<file path="config.mk">
export PLATFORM = sky130hd
export DESIGN_NAME = multi_mode_string_hash
export DESIGN_NICKNAME = d
export VERILOG_FILES = /design/src/rtl/mmsh_pkg.sv /design/src/rtl/mmsh_regs.sv /design/src/rtl/mmsh_core.sv /design/src/rtl/multi_mode_string_hash.sv
export SDC_FILE = /design/constraint.sdc
export NUM_CORES = 2
export LEC_CHECK = 0
export ABC_AREA = 1
export BUFFER_PORTS_ARGS = -buffer_cell sky130_fd_sc_hd__buf_2
export CAP_MARGIN = 20
export CELL_PAD_IN_SITES_DETAIL_PLACEMENT = 1
export CELL_PAD_IN_SITES_GLOBAL_PLACEMENT = 2
export CORE_ASPECT_RATIO = 0.75
export CORE_MARGIN = 8
export CORE_UTILIZATION = 35
export CTS_BUF_LIST = sky130_fd_sc_hd__clkbuf_16
export DETAILED_ROUTE_END_ITERATION = 12
export GPL_TIMING_DRIVEN = 0
export PLACE_DENSITY_LB_ADDON = 0.1
export SETUP_SLACK_MARGIN = 0.3
export SYNTH_ARGS = -nofsm -noshare
export SYNTH_HDL_FRONTEND = slang
export SYNTH_SLANG_ARGS = --single-unit
</file>
<file path="constraint.sdc">
create_clock -name clk -period 15.49 [get_ports clk]
set_input_delay 2.3235 -clock clk [delete_from_list [all_inputs] [get_ports clk]]
set_output_delay 2.3235 -clock clk [all_outputs]
set_load 0.03 [all_outputs]
</file>
<file path="src/rtl/mmsh_pkg.sv">
// Shared types, constants and helpers for the multi-mode string hash engine.
`timescale 1ns / 1ps
`default_nettype none

package mmsh_pkg;

	typedef enum logic [2:0] {
		MODE_RS   = 3'd0,
		MODE_JS   = 3'd1,
		MODE_ELF  = 3'd2,
		MODE_BKDR = 3'd3,
		MODE_DJB  = 3'd4,
		MODE_FNV  = 3'd5
	} hash_mode_t;

	// Register word index (paddr[2])
	localparam logic REG_MODE = 1'b0;
	localparam logic REG_SEED = 1'b1;

	localparam logic [2:0]  MODE_RESET   = 3'd3;
	localparam logic [31:0] SEED_RESET   = 32'd131;

	localparam logic [31:0] RS_STEP_MUL  = 32'd378551;
	localparam logic [31:0] RS_INIT_MUL  = 32'd63689;
	localparam logic [31:0] JS_INIT      = 32'd1315423911;
	localparam logic [31:0] ELF_TOP_MASK = 32'hF000_0000;
	localparam logic [31:0] DJB_INIT     = 32'd5381;
	localparam logic [31:0] FNV_OFFSET   = 32'h811C_9DC5;
	localparam logic [31:0] FNV32_MULT   = 32'h0100_0193;

	typedef struct packed {
		logic [2:0]  hash_mode;
		logic [31:0] bkdr_seed;
		logic        reload;       // mode write at this edge
		logic [2:0]  reload_mode;  // mode being written
	} cfg_t;

	function automatic logic [31:0] init_hash(input logic [2:0] mode);
		logic [31:0] v;
		unique case (mode)
			MODE_JS:  v = JS_INIT;
			MODE_DJB: v = DJB_INIT;
			MODE_FNV: v = FNV_OFFSET;
			default:  v = 32'd0;
		endcase
		return v;
	endfunction

endpackage

`default_nettype wire

</file>
<file path="src/rtl/mmsh_regs.sv">
// APB register file: hash mode and BKDR seed.
`timescale 1ns / 1ps
`default_nettype none

module mmsh_regs (
	input  wire logic              clk,
	input  wire logic              arst_n,
	input  wire logic              psel,
	input  wire logic              penable,
	input  wire logic              pwrite,
	input  wire logic [2:0]        paddr,
	input  wire logic [31:0]       pwdata,
	output logic [31:0]            prdata,
	output logic                   pready,
	output mmsh_pkg::cfg_t         cfg
);
	import mmsh_pkg::*;

	logic [2:0]  hash_mode_q;
	logic [31:0] bkdr_seed_q;
	logic        wr_en;

	assign pready = 1'b1;
	assign wr_en  = psel && penable && pwrite;

	always_ff @(posedge clk or negedge arst_n) begin
		if (!arst_n) begin
			hash_mode_q <= MODE_RESET;
			bkdr_seed_q <= SEED_RESET;
		end else begin
			if (wr_en) begin
				unique case (paddr[2])
					REG_MODE: hash_mode_q <= pwdata[2:0];
					REG_SEED: bkdr_seed_q <= pwdata;
					default:  ;
				endcase
			end
		end
	end

	// reload fires on the write edge itself and carries the incoming mode
	assign cfg.hash_mode   = hash_mode_q;
	assign cfg.bkdr_seed   = bkdr_seed_q;
	assign cfg.reload      = wr_en && (paddr[2] == REG_MODE);
	assign cfg.reload_mode = pwdata[2:0];

	always_comb begin
		unique case (paddr[2])
			REG_MODE: prdata = {29'd0, hash_mode_q};
			default:  prdata = bkdr_seed_q;
		endcase
	end

endmodule

`default_nettype wire

</file>
<file path="src/rtl/mmsh_core.sv">
// Hash state registers and the per-byte mixing logic for all six modes.
`timescale 1ns / 1ps
`default_nettype none

module mmsh_core (
	input  wire logic              clk,
	input  wire logic              arst_n,
	input  wire mmsh_pkg::cfg_t    cfg,
	input  wire logic              step,
	input  wire logic [7:0]        data_s1,
	input  wire logic              last_s1,
	output logic [31:0]            hash_next
);
	import mmsh_pkg::*;

	logic [31:0] running_hash_q;
	logic [31:0] rs_mult_q;
	logic [31:0] c;
	logic [31:0] h;
	logic [31:0] mul_a;
	logic [31:0] mul_b;
	logic [31:0] prod;
	logic [31:0] rs_next;
	logic [31:0] elf_t;
	logic [31:0] elf_x;

	assign c = {{24{data_s1[7]}}, data_s1};
	assign h = running_hash_q;

	// one shared multiplier for RS, BKDR and FNV
	always_comb begin
		mul_a = h;
		mul_b = cfg.bkdr_seed;
		unique case (cfg.hash_mode)
			MODE_RS:  mul_b = rs_mult_q;
			MODE_FNV: begin
				mul_a = h ^ c;
				mul_b = FNV32_MULT;
			end
			default:  ;
		endcase
	end

	assign prod    = mul_a * mul_b;
	assign rs_next = rs_mult_q * RS_STEP_MUL;

	assign elf_t = {h[27:0], 4'd0} + c;
	assign elf_x = elf_t & ELF_TOP_MASK;

	always_comb begin
		unique case (cfg.hash_mode)
			MODE_JS:  hash_next = h ^ ({h[26:0], 5'd0} + c + {2'd0, h[31:2]});
			MODE_ELF: hash_next = (elf_t ^ {24'd0, elf_x[31:24]}) & ~elf_x;
			MODE_DJB: hash_next = h + {h[26:0], 5'd0} + c;
			MODE_FNV: hash_next = prod;
			default:  hash_next = prod + c;   // RS, BKDR and unused codes
		endcase
	end

	always_ff @(posedge clk or negedge arst_n) begin
		if (!arst_n) begin
			running_hash_q <= init_hash(MODE_RESET);
			rs_mult_q      <= RS_INIT_MUL;
		end else if (cfg.reload) begin
			running_hash_q <= init_hash(cfg.reload_mode);
			rs_mult_q      <= RS_INIT_MUL;
		end else if (step && last_s1) begin
			running_hash_q <= init_hash(cfg.hash_mode);
			rs_mult_q      <= RS_INIT_MUL;
		end else if (step) begin
			running_hash_q <= hash_next;
			if (cfg.hash_mode == MODE_RS) begin
				rs_mult_q <= rs_next;
			end
		end
	end

endmodule

`default_nettype wire

</file>
<file path="src/rtl/multi_mode_string_hash.sv">
// Top level: byte input stage, hash core, result register and APB port.
//
// Byte-serial 32-bit string hash (RS, JS, ELF, BKDR, DJB, FNV-1a).
// Input channel: data_byte/last_byte with byte_valid, backpressured by
// byte_stall. A byte is taken on an edge with byte_valid high and
// byte_stall low. One byte per cycle is sustained while no final byte waits on a stalled result.
// Output channel: hash_value with hash_valid, backpressured by hash_stall.
// Only a byte with last_byte set produces an item.
// Path of a result: the last byte is registered in the input register,
// then the mix of that byte lands in the result register (it can wait
// in the input register while the result register is stalled).
// The loop through the running hash and the shared 32x32 multiplier sets
// the one-byte-per-cycle rate.
// A stalled result holds; non-final bytes keep flowing, and a final byte
// waits in the input register until the result register frees.
// Reset loads mode BKDR, seed 131 and the BKDR initial hash.
// A mode write over APB restarts the string with the new mode's initial
// values at the write edge; seed writes apply from the next byte.
`timescale 1ns / 1ps
`default_nettype none

module multi_mode_string_hash (
	input  wire logic        clk,
	input  wire logic        arst_n,
	input  wire logic        psel,
	input  wire logic        penable,
	input  wire logic        pwrite,
	input  wire logic [2:0]  paddr,
	input  wire logic [31:0] pwdata,
	output logic [31:0]      prdata,
	output logic             pready,
	input  wire logic [7:0]  data_byte,
	input  wire logic        last_byte,
	input  wire logic        byte_valid,
	output logic             byte_stall,
	output logic [31:0]      hash_value,
	output logic             hash_valid,
	input  wire logic        hash_stall
);
	import mmsh_pkg::*;

	cfg_t        cfg;
	logic        valid_s1;
	logic [7:0]  data_s1;
	logic        last_s1;
	logic        advance;
	logic [31:0] hash_next;
	logic [31:0] hash_value_q;
	logic        hash_valid_q;

	mmsh_regs u_regs (
		.clk     (clk),
		.arst_n  (arst_n),
		.psel    (psel),
		.penable (penable),
		.pwrite  (pwrite),
		.paddr   (paddr),
		.pwdata  (pwdata),
		.prdata  (prdata),
		.pready  (pready),
		.cfg     (cfg)
	);

	mmsh_core u_core (
		.clk       (clk),
		.arst_n    (arst_n),
		.cfg       (cfg),
		.step      (advance),
		.data_s1   (data_s1),
		.last_s1   (last_s1),
		.hash_next (hash_next)
	);

	// only a final byte needs a free result slot
	assign advance    = valid_s1 && (!last_s1 || !hash_valid_q || !hash_stall);
	assign byte_stall = valid_s1 && !advance;

	always_ff @(posedge clk or negedge arst_n) begin
		if (!arst_n) begin
			valid_s1 <= 1'b0;
		end else if (!byte_stall) begin
			valid_s1 <= byte_valid;
		end
	end

	always_ff @(posedge clk) begin
		if (byte_valid && !byte_stall) begin
			data_s1 <= data_byte;
			last_s1 <= last_byte;
		end
	end

	always_ff @(posedge clk or negedge arst_n) begin
		if (!arst_n) begin
			hash_valid_q <= 1'b0;
		end else if (advance && last_s1) begin
			hash_valid_q <= 1'b1;
		end else if (!hash_stall) begin
			hash_valid_q <= 1'b0;
		end
	end

	always_ff @(posedge clk) begin
		if (advance && last_s1) begin
			hash_value_q <= hash_next;
		end
	end

	assign hash_value = hash_value_q;
	assign hash_valid = hash_valid_q;

endmodule

`default_nettype wire
</file>
==> parameters.txt <==
Parameter                              Value

Worst setup path
  Reg-to-reg endpoint    u_core.h[30]$_DFFE_PN0N_
  Critical register-to-register path startpoint    data_s1[7]$_DFFE_PP_
  Crit path to    u_core.h[30]$_DFFE_PN0N_
  WS Path Type    register to register
  Cell count of the worst reg-to-reg path    46
  Launching instance or port of the critical path    data_s1[7]$_DFFE_PP_
  Critical Path AT    13.63 ns
  Data required time at the worst endpoint    15.90 ns
  Worst-path cell with the longest stage delay    sky130_fd_sc_hd__clkbuf_1
  Slowest stage delay, CP    0.86 ns
  CP Capture Type    register
  Startpoint kind of the worst setup timing path    register
  R2R Setup Slk    2.26 ns
  Cell repeated most along the worst path    sky130_fd_sc_hd__inv_1
  Worst-path maximum fanout    12

Yosys
  Number of synthesized flops with an enable pin    41
  Area share of xor/xnor cells in the synthesized design    3.083%
  Post-Syn Nets    5851
  Mux share of post-synthesis cell area    0.8292%
  Number of distinct library cells after synthesis    69
  Syn. warnings    0
  Dominant combinational cell family by area after synthesis    adder cells
  Avg Inst Size Synth    8.009 µm²
  Syn Std Cell Area    38030 µm²
  Cells after synthesis    4748
  Simple-gate portion of the synthesized area    17.65%
  Complex-gate fraction of the synthesized area    8.943%
  Async S/R FF share, synth    71.13%
  Leading register cell type out of synthesis    sky130_fd_sc_hd__dfrtp_1
  Adder-Cell Fraction of Synth Area    47.69%
  Post-synthesis sequential area ratio    9.931%
  Number of storage elements in the synthesis netlist    142

Place
  HPWL after DPL    141.2 mm
  Port bufs    113
  Routability congestion estimate from global placement    0.9217

Cells and area
  Number of nets in the layout    6005
  Commonest cells after routing, fill and taps aside    sky130_fd_sc_hd__inv_1 (1044), sky130_fd_sc_hd__nand2_1 (903), sky130_fd_sc_hd__fa_1 (662), sky130_fd_sc_hd__nor2_1 (418), sky130_fd_sc_hd__ha_1 (390)
  Commonest non-fill, non-tap cell in the layout    sky130_fd_sc_hd__inv_1
  Proportion of layout cells with a drive suffix above 1    6.673%
  Area growth from synthesis to final layout    8.799%

Clocking
  Max Buffers Root-to-Sink    2
  Clock sinks    142
  Total clock buffers created by CTS    17
  Count of instances resized after the clock tree is built    0
  H-tree level count    4
  Buffers inserted by post-CTS timing repair    0
  CTS clock-pin slew for the worst setup and hold paths    0.07 ns
  Clock tree from TritonCTS    built
  CTS Hold Bufs    0
  Latest clock arrival within the worst-skew pair    0.51 ns
  Cell at the root of the clock tree    sky130_fd_sc_hd__clkbuf_16

Routing
  Iteration-0 DRC count of the detailed router    2359
  Ratio of routed vias to standard cells    5.181
  Routed len/inst    25.91 µm
  Number of nets with antenna violations after routing    0
  Router iterations before antenna repair    5
  Post-route DRC violation count    0
  Post-detailed-routing wire length    164.5 mm
  Vias post-DR    32900

STA
  Final setup TNS    0 ns
  Setup repair after global routing missed its margin    no
  Max Clock Skew    0.02603 ns
  Max Transition Viols Final    0
  Final number of hold-violating endpoints    0
  Measured slew at the worst slew-check pin    1.169 ns
  Crit path time final    13.23 ns
  Peak clock frequency supported by timing    0.07561 GHz
  Portion of the clock cycle consumed by the worst path in the final layout    85.38%
  Worst max-slew margin expressed relative to the limit    21.62%
  Number of setup violations in the final report    0

Floorplanning
  IO Pins    118
  Core region area    107500 µm²
  Chip height    301.5 µm
  Total Die Area    119600 µm²
  Starting density of the core    35.38%
  Die X    396.6 µm
  Site Rows    104

Global route
  Global-route total usage across every layer    27.55%
  Largest net degree at the start of global routing    61
  Vias in the first global route    34770
  Global-route wire length before repair    241.5 mm
  Overflow left after global routing    0
  Antenna violations before repair    9

Status
  Outcome    finished clean

Job
  MaxCap Viol Count    0

Min path
  Hold Crit Class    register to register
[sequential cells by signal, indices dropped and copies added (netlist names), 3 cells and up]
| signal | flops |
|---|---|
| data_s1 | 8 |
| u_core.h | 32 |
| u_regs.hash_mode_q | 3 |
| u_core.rs_mult_q | 32 |
| hash_value | 32 |
| u_regs.bkdr_seed_q | 32 |
[routing by layer]
layer  track usage [%]  vias up  share of wire [%]  routed length, µm
li1                  -    14980                  -                  -
met1             42.69    16930                 51              83640
met2             39.74      873                 40              66240
met3             5.553      118                7.1              11660
met4             4.651        2                1.8               2979
met5                 0        -             0.0079                 13
[final cells by class]
class	instances	area [µm²]
antenna	5	12.51
clock inverter	13	112.6
sequential	142	3776
timing repair buffer	135	950.9
inverter	1066	4001
clock buffer	19	475.5
tap	1431	1790
fill	13150	66110
multi-input combinational	3437	29740
buffer	103	513.0
[per-stage QoR]
step                      util (%)  worst slack [ns]  area [µm²]  hold slack [ns]  std cells
after CTS                    38.45             2.216       41330           0.5148       6344
final                        38.49             2.265       41370           0.5166       6351
after detailed placement     37.91             2.221       40740           0.5034       6312
after floorplan                  -             3.445       38030           0.4748       4748
after global placement       37.57            -1.502       40380           0.5001       6292
after global routing         38.48             1.568       41360           0.5363       6347
[how the worst min path moves through the flow]
stage	cells after the start	from	slack (ns)	endpoint
after floorplan	2	u_regs.bkdr_seed_q[2]$_DFFE_PN0P_	0.47	u_regs.bkdr_seed_q[2]$_DFFE_PN0P_
after global placement	2	u_regs.bkdr_seed_q[0]$_DFFE_PN1P_	0.50	u_regs.bkdr_seed_q[0]$_DFFE_PN1P_
after detailed placement	2	u_regs.bkdr_seed_q[0]$_DFFE_PN1P_	0.50	u_regs.bkdr_seed_q[0]$_DFFE_PN1P_
after CTS	2	u_regs.bkdr_seed_q[0]$_DFFE_PN1P_	0.51	u_regs.bkdr_seed_q[0]$_DFFE_PN1P_
after global routing	2	u_regs.bkdr_seed_q[0]$_DFFE_PN1P_	0.54	u_regs.bkdr_seed_q[0]$_DFFE_PN1P_
final	2	u_regs.bkdr_seed_q[0]$_DFFE_PN1P_	0.52	u_regs.bkdr_seed_q[0]$_DFFE_PN1P_
[critical path: cells and delay by family (launching register included)]
kind,cells,cell delay [ns]
flops,1,0.70
simple gates,13,2.41
compound gates,10,2.66
fa+ha+maj,11,4.37
buf+inv,12,2.91
[synthesized netlist by cell type (48+ instances only)]
cell type	number	area, µm²
sky130_fd_sc_hd__a21oi_1	281	1406
sky130_fd_sc_hd__nor2_1	418	1569
sky130_fd_sc_hd__ha_1	390	4880
sky130_fd_sc_hd__nand3_1	161	805.8
sky130_fd_sc_hd__nand2_1	903	3390
sky130_fd_sc_hd__fa_1	662	13250
sky130_fd_sc_hd__inv_1	1043	3915
sky130_fd_sc_hd__xnor2_1	48	420.4
sky130_fd_sc_hd__clkbuf_1	78	292.8
sky130_fd_sc_hd__o21ai_0	164	820.8
sky130_fd_sc_hd__xor2_1	84	735.7
sky130_fd_sc_hd__dfrtp_1	87	2177
[cell families after synthesis]
group | after synthesis
AND/OR/NAND/NOR | 1628
buffers and inverters | 1169
adder cells (fa/ha/maj) | 1052
AO/OA/AOI/OAI | 595
flip-flops | 142
XOR/XNOR | 133
multiplexers | 28
other | 1
Power is not shown: default switching activity piles up to over one toggle a cycle in this logic, so the estimate is an artifact.
